$ cat src/rtl/core/psov_pkg.sv
// ----------------------------------------------------------------------------
// psov_pkg
// Shared widths, constants, register indexes and transaction types for the
// periodic sphere overlap volume pipeline.
// ----------------------------------------------------------------------------
package psov_pkg;

   localparam int FRAC_BITS  = 12;

   localparam int COORD_W    = 22;
   localparam int RAD_W      = 18;
   localparam int BOX_W      = 10;
   localparam int MARGIN_W   = 16;
   localparam int VOL_W      = 33;

   localparam int CSR_IDX_W  = 4;
   localparam int CSR_DATA_W = 16;

   localparam logic [CSR_IDX_W-1:0] CSR_BOX_X  = 4'd0;
   localparam logic [CSR_IDX_W-1:0] CSR_BOX_Y  = 4'd1;
   localparam logic [CSR_IDX_W-1:0] CSR_BOX_Z  = 4'd2;
   localparam logic [CSR_IDX_W-1:0] CSR_MARGIN = 4'd3;

   localparam logic [BOX_W-1:0]    BOX_RESET    = 10'd64;
   localparam logic [MARGIN_W-1:0] MARGIN_RESET = 16'd1;

   // geometry widths
   localparam int SQ_W      = 2 * COORD_W;
   localparam int DIST2_W   = SQ_W + 2;
   localparam int RSUM_W    = RAD_W + 1;
   localparam int RSQ_W     = 2 * RSUM_W;
   localparam int RDSQ_W    = 2 * RAD_W;

   // square root
   localparam int ROOT_IN_W = RSQ_W;
   localparam int ROOT_W    = RSUM_W;
   localparam int REM_W     = ROOT_W + 2;

   // volume products
   localparam int PI_W      = 32;
   localparam logic [PI_W-1:0] PI_Q30 = 32'd3373259426;
   localparam int X_W       = 2 * ROOT_W;
   localparam int X_SPLIT   = X_W / 2;
   localparam int XH_W      = X_W - X_SPLIT + PI_W;
   localparam int Y_W       = X_W + 2;
   localparam int Y_SPLIT   = Y_W / 2;
   localparam int XP_W      = X_W + PI_W;
   localparam int XP_SPLIT  = XP_W / 2;
   localparam int PP_W      = XP_SPLIT + Y_SPLIT;
   localparam int PSUM_W    = PP_W + Y_SPLIT;
   localparam int PROD_W    = XP_W + Y_W;
   localparam int SCALE_SH  = 2 * FRAC_BITS + 30;
   localparam int NUM_W     = PROD_W - SCALE_SH;
   localparam int DEN_W     = ROOT_W + 4;

   localparam logic [DEN_W-1:0] SPHERE_DEN = 23'd3;
   localparam logic [DEN_W-1:0] LENS_DEN   = 23'd12;

   typedef struct packed {
      logic [COORD_W-1:0] first_x;
      logic [COORD_W-1:0] first_y;
      logic [COORD_W-1:0] first_z;
      logic [RAD_W-1:0]   first_radius;
      logic [COORD_W-1:0] second_x;
      logic [COORD_W-1:0] second_y;
      logic [COORD_W-1:0] second_z;
      logic [RAD_W-1:0]   second_radius;
   } req_type;

   typedef struct packed {
      logic             overlapped;
      logic [VOL_W-1:0] shared_volume;
   } rsp_type;

   typedef struct packed {
      logic              hit;
      logic              contain;
      logic [RSUM_W-1:0] rsum;
      logic [RAD_W-1:0]  rdif;
      logic [RAD_W-1:0]  rmin;
   } side_type;

   typedef struct packed {
      logic [ROOT_IN_W-1:0] dist2;
      side_type             side;
   } root_in_type;

   typedef struct packed {
      logic             hit;
      logic [NUM_W-1:0] num;
      logic [DEN_W-1:0] den;
   } quo_type;

endpackage

$ cat src/rtl/core/psov_sqrt.sv
// ----------------------------------------------------------------------------
// psov_sqrt
// Pipelined integer square root, one result bit per register stage.
// ----------------------------------------------------------------------------
module psov_sqrt (
   input  logic                        clock,
   input  logic                        reset,
   input  logic                        adv,
   input  logic                        in_valid,
   input  psov_pkg::root_in_type       in_data,
   output logic                        out_valid,
   output logic [psov_pkg::ROOT_W-1:0] out_root,
   output psov_pkg::side_type          out_side
);

   logic [psov_pkg::REM_W-1:0]     rem_w  [psov_pkg::ROOT_W+1];
   logic [psov_pkg::ROOT_W-1:0]    root_w [psov_pkg::ROOT_W+1];
   logic [psov_pkg::ROOT_IN_W-1:0] rest_w [psov_pkg::ROOT_W+1];
   psov_pkg::side_type             side_w [psov_pkg::ROOT_W+1];
   logic [psov_pkg::ROOT_W:0]      v_w;

   assign rem_w[0]  = '0;
   assign root_w[0] = '0;
   assign rest_w[0] = in_data.dist2;
   assign side_w[0] = in_data.side;
   assign v_w[0]    = in_valid;

   for (genvar s = 0; s < psov_pkg::ROOT_W; s++) begin : g_step
      logic                           v_ff;
      logic [psov_pkg::REM_W-1:0]     rem_ff, rem_in;
      logic [psov_pkg::ROOT_W-1:0]    root_ff, root_in;
      logic [psov_pkg::ROOT_IN_W-1:0] rest_ff, rest_in;
      psov_pkg::side_type             side_ff;
      logic [psov_pkg::REM_W+1:0]     cur;
      logic [psov_pkg::REM_W+1:0]     trial;

      always_comb begin
         // bring down the next two bits and try root*4+1
         cur     = {rem_w[s], rest_w[s][psov_pkg::ROOT_IN_W-1 -: 2]};
         trial   = (psov_pkg::REM_W+2)'({root_w[s], 2'b01});
         rest_in = rest_w[s] << 2;
         if (cur >= trial) begin
            rem_in  = psov_pkg::REM_W'(cur - trial);
            root_in = {root_w[s][psov_pkg::ROOT_W-2:0], 1'b1};
         end else begin
            rem_in  = cur[psov_pkg::REM_W-1:0];
            root_in = {root_w[s][psov_pkg::ROOT_W-2:0], 1'b0};
         end
      end

      always_ff @(posedge clock) begin
         if (reset) begin
            v_ff <= 1'b0;
         end else if (adv) begin
            v_ff <= v_w[s];
         end
      end

      always_ff @(posedge clock) begin
         if (adv) begin
            rem_ff  <= rem_in;
            root_ff <= root_in;
            rest_ff <= rest_in;
            side_ff <= side_w[s];
         end
      end

      assign v_w[s+1]    = v_ff;
      assign rem_w[s+1]  = rem_ff;
      assign root_w[s+1] = root_ff;
      assign rest_w[s+1] = rest_ff;
      assign side_w[s+1] = side_ff;
   end

   assign out_valid = v_w[psov_pkg::ROOT_W];
   assign out_root  = root_w[psov_pkg::ROOT_W];
   assign out_side  = side_w[psov_pkg::ROOT_W];

endmodule

$ cat config.mk
export PLATFORM = sky130hd
export DESIGN_NAME = psov_sqrt
export DESIGN_NICKNAME = d
export VERILOG_FILES = /design/src/rtl/core/psov_pkg.sv /design/src/rtl/core/psov_sqrt.sv
export SDC_FILE = /design/constraint.sdc
export NUM_CORES = 2
export LEC_CHECK = 0
export BUFFER_PORTS_ARGS = -buffer_cell sky130_fd_sc_hd__buf_2
export CORE_MARGIN = 1.5
export CORE_UTILIZATION = 55
export CTS_CLUSTER_DIAMETER = 50
export DETAILED_ROUTE_END_ITERATION = 10
export PLACE_DENSITY = 0.68
export SLEW_MARGIN = 20
export SYNTH_ARGS = -nofsm -noshare
export SYNTH_HDL_FRONTEND = slang
export SYNTH_SLANG_ARGS = --single-unit
$ cat constraint.sdc
create_clock -name clock -period 4.1 [get_ports clock]
set_input_delay 0.205 -clock clock [delete_from_list [all_inputs] [get_ports clock]]
set_output_delay 0.205 -clock clock [all_outputs]
set_load 0.01 [all_outputs]
==> results by group <==
Critical path
  – Crit Path Class: flip-flop to flip-flop
  – Worst setup path endpoint: g_step[14].rem_ff[9]$_DFFE_PP_
  – Worst r2r dst: g_step[14].rem_ff[9]$_DFFE_PP_
  – CP startpoint kind: flip-flop
  – Most used cell along the critical path: inv_1
  – Reg2reg path depth: 10
  – CP endpoint kind: flip-flop
  – Cells along the critical path: inv_1, ha_1, a21oi_1, nand3_1, and3_1, a31o_2, nor3_2, buf_4, inv_1, mux2_2
  – Reg2Reg Setup Slack: 730 ps
  – Critical path data required time: 4620 ps
  – Crit path max fanout: 17
  – Crit-path max cell delay: 610 ps
  – FF-to-FF Start: g_step[13].root_ff[1]$_DFFE_PP_
  – Slowest-stage cell, CP: nor3_2
  – Crit. Startpoint: g_step[13].root_ff[1]$_DFFE_PP_
  – CP arrival: 3890 ps

Flow run
  – Max-Cap Viols: 0

Floorplan
  – Horiz. Die Dim: 369 um
  – Die area: 0.136 mm^2
  – # IOs: 176
  – Core area: 0.133 mm^2
  – Starting density of the core: 55.3%
  – DIE HEIGHT: 369 um
  – Row count: 134

Clock tree
  – CTS Buffer Depth: 3
  – CTS clk-pin slew, worst paths: 60 ps
  – CTS Buf Count: 203
  – Worst-skew pair later-pin latency: 820 ps
  – CTS tree: yes
  – Root buf cell: clkbuf_16
  – Clk sinks: 1977
  – Htree depth: 4

Synth
  – Compound-Gate Fraction of Synth Area: 5.23%
  – Simple-gate share of the synthesized area: 5.52%
  – Cell taking the most area after synthesis: edfxtp_1
  – Synth cell types: 78
  – Mapped Nets: 4539
  – Main synth FF type: edfxtp_1
  – Yosys top cell area share: 79.8%
  – Seq/Total Area, Yosys: 80.3%
  – Multiplexer share of the synthesized area: 0.720%
  – Post-Syn Area: 0.0737 mm^2
  – Post-synth EDFFs: 1958
  – Most common cell in the netlist: edfxtp_1
  – Synth Area per Inst: 17.4 um^2
  – Yosys warnings: 0
  – Post-synth ARST share: 0%
  – Synth Area in XOR/XNOR: 3.09%
  – Main combinational cell family by area after synthesis: simple AND/OR/NAND/NOR gates
  – Synth Register Bits: 1977
  – Adder-cell share of the synthesized area: 3.53%
  – Most area-consuming cells after synthesis: edfxtp_1 80%, ha_1 3.5%, xor2_1 1.6%
  – Synth cell count leaders: 1958 x edfxtp_1, 243 x inv_1, 217 x nor2_1
  – Mapped Cells: 4232

STA
  – Worst-Margin Slew: 1010 ps
  – Fmax: 297 MHz
  – WHS: 83.1 ps
  – Period minus WS final: 3370 ps
  – RSZ-0062 raised after global routing: false
  – Setup violations, final: 0
  – Hold Fails Final Rpt: 0
  – Final period util: 82.2%
  – Final setup TNS: 0 ps
  – Slew headroom: 32.5%
  – Layout Skew: 60.2 ps
  – Max-slew violations: 0

Finish
  – Layout Cells excl Fill: 6669
  – Nets: 5027
  – Area taken by multi-input logic gates: 0.0134 mm^2
  – Share of cells above drive strength 1: 12.1%
  – Area grow syn2layout: 15.3%
  – Sequential cell area: 0.0592 mm^2
  – Fillers: 9276

GRT
  – Vias in the first global route: 35100
  – Initial antenna violation count: 4
  – Largest net degree at the start of global routing: 134
  – First-pass GRT wire length: 178 mm
  – Total grt overflow: 0
  – Overall fraction of global-route tracks in use: 16.5%

Pwr
  – P per Cell Area: 553 mW/mm^2
  – Sequential share of power: 53.2%
  – Clock power share: 38.0%
  – P_int: 36.3 mW
  – Logic pwr share: 8.8%
  – Total net switching power: 10.7 mW
  – Net Sw Frac: 22.7%
  – LEAKAGE: 31.1 nW
  – Max IR drop VDD: 0.429 mV

Placed design
  – DP HPWL: 70.4 mm
  – Inst Count DP: 6183
  – IO Port Bufs: 175
  – Gpl congestion: 0.875

Route
  – Via/cell ratio: 5.24
  – Routed vias: 35000
  – Antenna-violating nets left: 0
  – # DRC: 0
  – Routed WL per cell: 16.6 um
  – DR iter-0 viols: 2271
  – Drt first pass iters: 5
  – DRT Wirelength: 111 mm

Outcome
  – Run status: completed

Hold path
  – Hold_sp: in_data[56]
  – Hold Path Class: input pin to flip-flop
placed cells by master, fill, tap and decap left out, types with 20 or more instances in the layout:
cell type / netlist / final
mux2i_1: 26 / 26
clkinv_2: 0 / 33
nor3_1: 67 / 65
buf_2: 6 / 174
nand2_1: 210 / 210
a211oi_1: 22 / 22
ha_1: 208 / 208
o31ai_1: 26 / 26
or3_1: 38 / 38
nand3_1: 44 / 44
clkbuf_1: 44 / 38
a21oi_1: 199 / 199
o21ai_0: 150 / 150
clkinv_1: 1 / 48
nor4_1: 50 / 50
xor2_1: 135 / 135
a21o_1: 46 / 46
nand4_1: 27 / 27
mux2_2: 20 / 20
clkbuf_16: 0 / 203
buf_4: 0 / 46
nor2_1: 217 / 217
nor2b_1: 21 / 21
edfxtp_1: 1958 / 1958
nand2b_1: 46 / 46
inv_1: 243 / 243
dlygate4sd3_1: 0 / 100
o21a_1: 39 / 39
xnor2_1: 125 / 125
per-stage QoR:
stage | utilization [%] | cell area, um^2 | setup slack [ps] | power, mW
3_3_place_gp | 58.0 | 77200 | 801 | 29.3
6_report | 63.8 | 84900 | 732 | 47.0
4_1_cts | 63.8 | 84900 | 752 | 47.6
3_5_place_dp | 58.0 | 77300 | 777 | 29.5
2_1_floorplan | - | 73700 | 1220 | 27.9
5_1_grt | 63.8 | 84900 | 503 | 48.9
worst max-delay path: cells and delay by family (launching register included):
| family | cells | cell delay (ps) |
|---|---|---|
| adders and majority gates | 1 | 360 |
| AOI/OAI and AO/OA | 2 | 520 |
| buffers and inverters | 3 | 560 |
| muxes | 1 | 290 |
| and+or+nand+nor | 3 | 940 |
| DFF | 1 | 440 |
cell type report:
| cell class | count | share of cell area (%) |
|---|---|---|
| flip-flops and latches | 1977 | 69.7 |
| repair buffers | 339 | 3.06 |
| clock buffers | 241 | 6.15 |
| inverters | 244 | 1.08 |
| well taps | 1768 | 2.60 |
| clock inverters | 142 | 1.70 |
| diodes | 3 | 0.00884 |
| multi-input cells | 1955 | 15.7 |
power by group through the flow:
stage	logic [mW]	registers (mW)	clock network (mW)
after floorplan	2.76	25.1	0
after global placement	4.01	25.3	0
after detailed placement	4.06	25.4	0
after CTS	4.16	25.0	18.4
after global routing	4.64	25.1	19.2
final	4.15	25.0	17.8
per-layer routing:
layer  global-route usage [%]  up-vias  share of wire, %  wire length, um
met5                        0        -            0.0090               10
met4                     6.83        2               3.2             3500
met3                     3.29      252               4.2             4620
met2                     28.4      683                51            56300
met1                     20.3    16800                42            46400
li1                         -    17200                 -                -
timing repair:
item / CTS / global route
endpoints found under the hold margin: 123 / 0
setup buffers: 0 / 0
resized for setup: 0 / 0
hold buffers: 100 / 0
sequential cells by signal (all words and copies together) (netlist names):
name	flops
g_step.rem_ff	343
out_valid	1
g_step.v_ff	18
out_side	57
g_step.rest_ff	342
g_step.side_ff	1026
g_step.root_ff	171
out_root	19
kinds of logic (layout without fill, tap and decap cells):
logic type	Yosys count	in the layout
flops	1977	1977
simple gates	820	820
compound gates	617	617
buf+inv	300	966
xor+xnor	260	260
fa+ha+maj	208	208
mux	49	49
other cells	1	4
how the worst min path moves through the flow:
stage | endpoint | slack [ps] | cells past startpoint
finish | g_step[0].side_ff[56]$_DFFE_PP_ | 80 | 2
global route | g_step[0].rest_ff[25]$_DFFE_PP_ | 30 | 2
CTS | g_step[0].side_ff[56]$_DFFE_PP_ | 0.2 | 2
detailed placement | g_step[0].side_ff[12]$_DFFE_PP_ | 380 | 1
global placement | g_step[0].side_ff[55]$_DFFE_PP_ | 380 | 1
floorplan | g_step[0].rest_ff[10]$_DFFE_PP_ | 300 | 0
Note: power is estimated with default switching activity, not from simulation.
