$ cat config.mk
export PLATFORM = sky130hd
export DESIGN_NAME = psov_div
export DESIGN_NICKNAME = d
export VERILOG_FILES = /design/src/rtl/core/psov_pkg.sv /design/src/rtl/core/psov_div.sv
export SDC_FILE = /design/constraint.sdc
export NUM_CORES = 2
export LEC_CHECK = 0
export BUFFER_PORTS_ARGS = -buffer_cell sky130_fd_sc_hd__buf_2
export CAP_MARGIN = 30
export CORE_MARGIN = 2
export CORE_UTILIZATION = 60
export CTS_BUF_LIST = sky130_fd_sc_hd__clkbuf_8
export DETAILED_ROUTE_END_ITERATION = 6
export PLACE_DENSITY = 0.72
export SETUP_SLACK_MARGIN = 0.1
export SYNTH_ARGS = -nofsm -noshare
export SYNTH_HDL_FRONTEND = slang
export SYNTH_SLANG_ARGS = --single-unit
$ cat constraint.sdc
create_clock -name clock -period 6.09 [get_ports clock]
set_input_delay 1.218 -clock clock [delete_from_list [all_inputs] [get_ports clock]]
set_output_delay 1.218 -clock clock [all_outputs]
set_load 0.02 [all_outputs]
$ cat src/rtl/core/psov_pkg.sv
// ----------------------------------------------------------------------------
// psov_pkg
// Shared widths, constants, register indexes and transaction types for the
// periodic sphere overlap volume pipeline.
// ----------------------------------------------------------------------------
package psov_pkg;

   localparam int FRAC_BITS  = 12;

   localparam int COORD_W    = 22;
   localparam int RAD_W      = 18;
   localparam int BOX_W      = 10;
   localparam int MARGIN_W   = 16;
   localparam int VOL_W      = 33;

   localparam int CSR_IDX_W  = 4;
   localparam int CSR_DATA_W = 16;

   localparam logic [CSR_IDX_W-1:0] CSR_BOX_X  = 4'd0;
   localparam logic [CSR_IDX_W-1:0] CSR_BOX_Y  = 4'd1;
   localparam logic [CSR_IDX_W-1:0] CSR_BOX_Z  = 4'd2;
   localparam logic [CSR_IDX_W-1:0] CSR_MARGIN = 4'd3;

   localparam logic [BOX_W-1:0]    BOX_RESET    = 10'd64;
   localparam logic [MARGIN_W-1:0] MARGIN_RESET = 16'd1;

   // geometry widths
   localparam int SQ_W      = 2 * COORD_W;
   localparam int DIST2_W   = SQ_W + 2;
   localparam int RSUM_W    = RAD_W + 1;
   localparam int RSQ_W     = 2 * RSUM_W;
   localparam int RDSQ_W    = 2 * RAD_W;

   // square root
   localparam int ROOT_IN_W = RSQ_W;
   localparam int ROOT_W    = RSUM_W;
   localparam int REM_W     = ROOT_W + 2;

   // volume products
   localparam int PI_W      = 32;
   localparam logic [PI_W-1:0] PI_Q30 = 32'd3373259426;
   localparam int X_W       = 2 * ROOT_W;
   localparam int X_SPLIT   = X_W / 2;
   localparam int XH_W      = X_W - X_SPLIT + PI_W;
   localparam int Y_W       = X_W + 2;
   localparam int Y_SPLIT   = Y_W / 2;
   localparam int XP_W      = X_W + PI_W;
   localparam int XP_SPLIT  = XP_W / 2;
   localparam int PP_W      = XP_SPLIT + Y_SPLIT;
   localparam int PSUM_W    = PP_W + Y_SPLIT;
   localparam int PROD_W    = XP_W + Y_W;
   localparam int SCALE_SH  = 2 * FRAC_BITS + 30;
   localparam int NUM_W     = PROD_W - SCALE_SH;
   localparam int DEN_W     = ROOT_W + 4;

   localparam logic [DEN_W-1:0] SPHERE_DEN = 23'd3;
   localparam logic [DEN_W-1:0] LENS_DEN   = 23'd12;

   typedef struct packed {
      logic [COORD_W-1:0] first_x;
      logic [COORD_W-1:0] first_y;
      logic [COORD_W-1:0] first_z;
      logic [RAD_W-1:0]   first_radius;
      logic [COORD_W-1:0] second_x;
      logic [COORD_W-1:0] second_y;
      logic [COORD_W-1:0] second_z;
      logic [RAD_W-1:0]   second_radius;
   } req_type;

   typedef struct packed {
      logic             overlapped;
      logic [VOL_W-1:0] shared_volume;
   } rsp_type;

   typedef struct packed {
      logic              hit;
      logic              contain;
      logic [RSUM_W-1:0] rsum;
      logic [RAD_W-1:0]  rdif;
      logic [RAD_W-1:0]  rmin;
   } side_type;

   typedef struct packed {
      logic [ROOT_IN_W-1:0] dist2;
      side_type             side;
   } root_in_type;

   typedef struct packed {
      logic             hit;
      logic [NUM_W-1:0] num;
      logic [DEN_W-1:0] den;
   } quo_type;

endpackage

$ cat src/rtl/core/psov_div.sv
// ----------------------------------------------------------------------------
// psov_div
// Pipelined restoring divider with saturation, one quotient bit per stage.
// ----------------------------------------------------------------------------
module psov_div (
   input  logic              clock,
   input  logic              reset,
   input  logic              adv,
   input  logic              in_valid,
   input  psov_pkg::quo_type in_data,
   output logic              out_valid,
   output psov_pkg::rsp_type out_data
);

   localparam int HI_W = psov_pkg::NUM_W - psov_pkg::VOL_W;

   logic [psov_pkg::DEN_W-1:0] rem_w  [psov_pkg::VOL_W+1];
   logic [psov_pkg::VOL_W-1:0] low_w  [psov_pkg::VOL_W+1];
   logic [psov_pkg::VOL_W-1:0] quo_w  [psov_pkg::VOL_W+1];
   logic [psov_pkg::DEN_W-1:0] den_w  [psov_pkg::VOL_W+1];
   logic [psov_pkg::VOL_W:0]   sat_w;
   logic [psov_pkg::VOL_W:0]   hit_w;
   logic [psov_pkg::VOL_W:0]   v_w;

   // front stage: overflow check, top bits seed the remainder
   logic                       v0_ff, sat0_ff, hit0_ff;
   logic [psov_pkg::DEN_W-1:0] rem0_ff, den0_ff;
   logic [psov_pkg::VOL_W-1:0] low0_ff;

   always_ff @(posedge clock) begin
      if (reset) begin
         v0_ff <= 1'b0;
      end else if (adv) begin
         v0_ff <= in_valid;
      end
   end

   always_ff @(posedge clock) begin
      if (adv) begin
         sat0_ff <= psov_pkg::DEN_W'(in_data.num[psov_pkg::NUM_W-1 -: HI_W]) >= in_data.den;
         rem0_ff <= psov_pkg::DEN_W'(in_data.num[psov_pkg::NUM_W-1 -: HI_W]);
         low0_ff <= in_data.num[psov_pkg::VOL_W-1:0];
         den0_ff <= in_data.den;
         hit0_ff <= in_data.hit;
      end
   end

   assign rem_w[0] = rem0_ff;
   assign low_w[0] = low0_ff;
   assign quo_w[0] = '0;
   assign den_w[0] = den0_ff;
   assign sat_w[0] = sat0_ff;
   assign hit_w[0] = hit0_ff;
   assign v_w[0]   = v0_ff;

   for (genvar s = 0; s < psov_pkg::VOL_W; s++) begin : g_step
      logic                       v_ff, sat_ff, hit_ff;
      logic [psov_pkg::DEN_W-1:0] rem_ff, rem_in, den_ff;
      logic [psov_pkg::VOL_W-1:0] low_ff, quo_ff, quo_in;
      logic [psov_pkg::DEN_W:0]   cur;

      always_comb begin
         cur = {rem_w[s], low_w[s][psov_pkg::VOL_W-1]};
         if (cur >= {1'b0, den_w[s]}) begin
            rem_in = psov_pkg::DEN_W'(cur - {1'b0, den_w[s]});
            quo_in = {quo_w[s][psov_pkg::VOL_W-2:0], 1'b1};
         end else begin
            rem_in = cur[psov_pkg::DEN_W-1:0];
            quo_in = {quo_w[s][psov_pkg::VOL_W-2:0], 1'b0};
         end
      end

      always_ff @(posedge clock) begin
         if (reset) begin
            v_ff <= 1'b0;
         end else if (adv) begin
            v_ff <= v_w[s];
         end
      end

      always_ff @(posedge clock) begin
         if (adv) begin
            rem_ff <= rem_in;
            quo_ff <= quo_in;
            low_ff <= low_w[s] << 1;
            den_ff <= den_w[s];
            sat_ff <= sat_w[s];
            hit_ff <= hit_w[s];
         end
      end

      assign v_w[s+1]   = v_ff;
      assign rem_w[s+1] = rem_ff;
      assign quo_w[s+1] = quo_ff;
      assign low_w[s+1] = low_ff;
      assign den_w[s+1] = den_ff;
      assign sat_w[s+1] = sat_ff;
      assign hit_w[s+1] = hit_ff;
   end

   always_comb begin
      out_data.overlapped = hit_w[psov_pkg::VOL_W];
      if (!hit_w[psov_pkg::VOL_W]) begin
         out_data.shared_volume = '0;
      end else if (sat_w[psov_pkg::VOL_W]) begin
         out_data.shared_volume = '1;
      end else begin
         out_data.shared_volume = quo_w[psov_pkg::VOL_W];
      end
   end

   assign out_valid = v_w[psov_pkg::VOL_W];

endmodule

==> metrics.md <==
| Metric | Value |
|---|---|
| Result of the run | `complete, no violations` |
| Total of endpoints with negative setup slack in the final report | `0` |
| CTS tree | `yes` |
| Worst-case setup margin in the final layout | `1860 ps` |
| I/O pin cnt | `119` |
| Routability cong. | `0.916` |
| Highest fanout seen on the critical path | `24` |
| Share of total power in the clock network | `20.6%` |
| Type of the worst setup path | `reg -> reg` |
| Minimum clock period | `4230 ps` |
| Synth Instances | `9,635` |
| Highest clock frequency the design can meet | `236 MHz` |
| Critical path capture point type | `flip-flop` |
| Number of synthesized flops with an enable pin | `2,708` |
| Endpoints failing hold | `0` |
| Routed met1 length | `111,000 um` |
| Flop pwr share | `40.6%` |
| Most frequent standard cell in the layout excluding fill and tap cells | `sky130_fd_sc_hd__edfxtp_1` |
| Total internal power | `46.4 mW` |
| Buffers inserted during post-CTS setup optimization | `0` |
| Relative max-transition margin | `33.8%` |
| Commonest register cell after synthesis | `sky130_fd_sc_hd__edfxtp_1` |
| Synth warnings | `0` |
| TritonCTS sink count | `2,742` |
| Max-capacitance violation count | `0` |
| Data required time at the worst endpoint | `6850 ps` |
| Proportion of register bits with asynchronous set or reset after synthesis | `0%` |
| Setup repair after global routing missed its margin | `no` |
| Global-route usage over all layers | `22.5%` |
| Quantity of hold-fixing buffers added after cts | `0` |
| Syn-to-layout area delta | `9.72%` |
| Actual transition at the worst max-transition pin | `994 ps` |
| Overall die area | `218,000 sq um` |
| Clock insertion delay at the later pin of the skew report | `1090 ps` |
| DR vias | `75,500` |
| Largest net degree at the start of global routing | `155` |
| Floorplan row count | `169` |
| Routed wire length per instance | `18.6 um` |
| Register bit total from synthesis | `2,742` |
| Final Routed Wirelength | `247,000 um` |
| Average via count per standard cell | `5.68` |
| Cts repair resizes | `0` |
| Global-route wire length before repair | `393,000 um` |
| Number of I/O port buffers | `118` |
| DRC violation total after the first TritonRoute iteration | `6,125` |
| Commonest cells after routing, fill and taps aside | `sky130_fd_sc_hd__edfxtp_1, sky130_fd_sc_hd__inv_1, sky130_fd_sc_hd__ha_1, sky130_fd_sc_hd__a21oi_1, sky130_fd_sc_hd__nor2_1` |
| Aggregate global routing overflow | `0` |
| FF-to-FF path depth | `11` |
| Leak Pwr | `56.5 nW` |
| Area of the mapped netlist | `129,000 sq um` |
| Sw frac | `34.4%` |
| Critical path launch point type | `flip-flop` |
| Maximum clock insertion buffer count | `4` |
| Clock transition at the registers of the reported paths | `60 ps` |
| Cell variety after synth | `92` |
| Post-layout net count | `11,000` |
| Setup skew after layout | `96.9 ps` |
| Filler Cell Count | `15,300` |
| Net switching power of the design | `24.4 mW` |
| Register Area | `82,000 sq um` |
| Type of the most critical hold path | `in -> reg` |
| Number of antenna violations at the first check in global routing | `7` |
| Die height | `467 um` |
| Count of antenna-violating nets left after detailed routing | `0` |
| Uppermost layer routed | `met5` |
| Chip Width | `467 um` |
| Initial cell density of the core | `60.5%` |
| Comb pwr share | `38.8%` |
| Clock root buffer master | `sky130_fd_sc_hd__clkbuf_8` |
| Setup WS pre-CTS | `1860 ps` |
| Power density over the cells | `502 nW/um^2` |
| Area of the multi-input gates | `42,300 sq um` |
| Util after Layout | `66.4%` |
| Register area share after synthesis | `63.8%` |
| Total negative setup slack | `0 ps` |
| Final slew viol count | `0` |
| Hold Path Stages | `1` |
| Wire length on met2 | `116,000 um` |
| Share of the clock period used by the worst path after layout | `69.5%` |
| Number of buffers added by the clock tree synthesis step | `444` |
| Count of unresolved DRC violations after routing | `0` |
| Vias in the first global route | `74,800` |
| Number of nets produced by synthesis | `10,500` |
| Share of final-layout standard cells stronger than drive strength 1 | `10.7%` |
| Core Area | `213,000 sq um` |
| Amount of wire on met3 after detailed routing | `12,100 um` |
| DP Wirelength | `176,000 um` |
| Average footprint of a synthesized cell | `13.3 sq um` |
| Count of H-tree levels built during CTS | `5` |
| Data arrival time of the worst path | `4990 ps` |
| Peak supply drop | `0.301 mV` |
| Drt first pass iters | `6` |
## layout make-up
type | instances | share of cell area, %
clock inverter | 332 | 1.39
timing repair buffer | 194 | 1.00
multi-input combinational | 5761 | 30.0
inverter | 974 | 2.59
sequential | 2742 | 58.1
clock buffer | 447 | 4.36
tap | 2821 | 2.50
antenna | 8 | 0.0142
## cells by family after synthesis
group | Yosys count | share of synthesized area (%)
flops | 2742 | 63.8
buf+inv | 1132 | 3.37
xor+xnor | 599 | 4.08
mux | 400 | 3.44
compound gates | 2164 | 10.6
fa+ha+maj | 814 | 8.11
simple gates | 1784 | 6.58
## worst paths after layout
path	start	to	slack, ps
worst max-delay path	g_step[15].den_ff[0]$_DFFE_PP_	g_step[16].rem_ff[6]$_DFFE_PP_	1860
worst min-delay path	in_data[79]	hit0_ff$_DFFE_PP_	300
worst max register to register	g_step[15].den_ff[0]$_DFFE_PP_	g_step[16].rem_ff[6]$_DFFE_PP_	1860
worst min register to register	g_step[5].quo_ff[4]$_DFFE_PP_	g_step[6].quo_ff[5]$_DFFE_PP_	350
## synth_stat cells, types with 15 or more instances
| library cell | count | area [sq um] |
|---|---|---|
| sky130_fd_sc_hd__o21bai_1 | 50 | 375 |
| sky130_fd_sc_hd__a31oi_1 | 54 | 338 |
| sky130_fd_sc_hd__xor2_1 | 222 | 1940 |
| sky130_fd_sc_hd__or3_1 | 27 | 169 |
| sky130_fd_sc_hd__o21a_1 | 153 | 1150 |
| sky130_fd_sc_hd__o21ai_0 | 491 | 2460 |
| sky130_fd_sc_hd__mux2_2 | 294 | 3310 |
| sky130_fd_sc_hd__nand2b_1 | 100 | 626 |
| sky130_fd_sc_hd__and3_1 | 66 | 413 |
| sky130_fd_sc_hd__or2_2 | 28 | 175 |
| sky130_fd_sc_hd__o211ai_1 | 27 | 203 |
| sky130_fd_sc_hd__nor3_1 | 97 | 485 |
| sky130_fd_sc_hd__nand2_1 | 498 | 1870 |
| sky130_fd_sc_hd__inv_1 | 974 | 3660 |
| sky130_fd_sc_hd__o31ai_1 | 51 | 383 |
| sky130_fd_sc_hd__a211o_1 | 25 | 219 |
| sky130_fd_sc_hd__a21o_1 | 319 | 2390 |
| sky130_fd_sc_hd__and4_1 | 22 | 193 |
| sky130_fd_sc_hd__xnor2_1 | 377 | 3300 |
| sky130_fd_sc_hd__a31o_2 | 22 | 193 |
| sky130_fd_sc_hd__a2111oi_0 | 19 | 166 |
| sky130_fd_sc_hd__fa_1 | 32 | 641 |
| sky130_fd_sc_hd__and2_1 | 22 | 138 |
| sky130_fd_sc_hd__ha_1 | 782 | 9780 |
| sky130_fd_sc_hd__edfxtp_1 | 2708 | 81300 |
| sky130_fd_sc_hd__dfxtp_1 | 34 | 681 |
| sky130_fd_sc_hd__clkbuf_1 | 113 | 424 |
| sky130_fd_sc_hd__nand4_1 | 88 | 551 |
| sky130_fd_sc_hd__a211oi_1 | 50 | 375 |
| sky130_fd_sc_hd__a221oi_1 | 19 | 166 |
| sky130_fd_sc_hd__mux2_1 | 41 | 462 |
| sky130_fd_sc_hd__buf_2 | 32 | 160 |
| sky130_fd_sc_hd__a41oi_1 | 15 | 131 |
| sky130_fd_sc_hd__nor2b_1 | 131 | 820 |
| sky130_fd_sc_hd__a21oi_1 | 677 | 3390 |
| sky130_fd_sc_hd__nor2_1 | 546 | 2050 |
| sky130_fd_sc_hd__a21boi_0 | 40 | 300 |
| sky130_fd_sc_hd__nand3_1 | 101 | 505 |
| sky130_fd_sc_hd__mux2i_1 | 65 | 651 |
## power groups by stage
stage               registers [mW]  clock network, mW  logic [mW]
detailed placement            29.0                  0        26.9
finish                        28.7               14.6        27.4
global route                  29.0               15.9        30.5
global placement              29.0                  0        26.2
floorplan                     27.7                  0        21.4
CTS                           28.7               15.1        27.2
## through the flow
| step | hold WS [ps] | instances | cell area (sq um) | total power [mW] |
|---|---|---|---|---|
| 2_1_floorplan | 400 | 9635 | 129000 | 49.1 |
| 3_3_place_gp | 400 | 12500 | 133000 | 55.2 |
| 3_5_place_dp | 405 | 12500 | 133000 | 56.0 |
| 4_1_cts | 169 | 13300 | 141000 | 71.0 |
| 5_1_grt | 186 | 13300 | 141000 | 75.4 |
| 6_report | 299 | 13300 | 141000 | 70.7 |
## flip-flops by register name (all words and copies together) (netlist names), 23 cells and up
name           cells
g_step.sat_ff     33
g_step.rem_ff    736
g_step.low_ff    528
g_step.v_ff       32
g_step.quo_ff    561
g_step.hit_ff     33
low0_ff           33
den0_ff           23
rem0_ff           23
g_step.den_ff    736
## metal layers
| layer | global-route usage, % | vias to the layer above |
|---|---|---|
| met4 | 7.63 | 4 |
| met1 | 31.4 | 36300 |
| met5 | 0 | - |
| met2 | 36.4 | 1973 |
| li1 | - | 36600 |
| met3 | 3.36 | 521 |
## worst max-delay path: stages, from the launching register on
cell and delay, ps:
sky130_fd_sc_hd__edfxtp_1 400, sky130_fd_sc_hd__ha_1 250, sky130_fd_sc_hd__fa_1 400, sky130_fd_sc_hd__nand2b_1 150, sky130_fd_sc_hd__a21boi_0 260, sky130_fd_sc_hd__o21ai_0 140, sky130_fd_sc_hd__nor3b_1 170, sky130_fd_sc_hd__o31ai_1 610
sky130_fd_sc_hd__a2111oi_0 260, sky130_fd_sc_hd__nor2_2 560, sky130_fd_sc_hd__buf_4 370, sky130_fd_sc_hd__mux2_2 370
No activity file was read; power rests on OpenSTA's default activity.
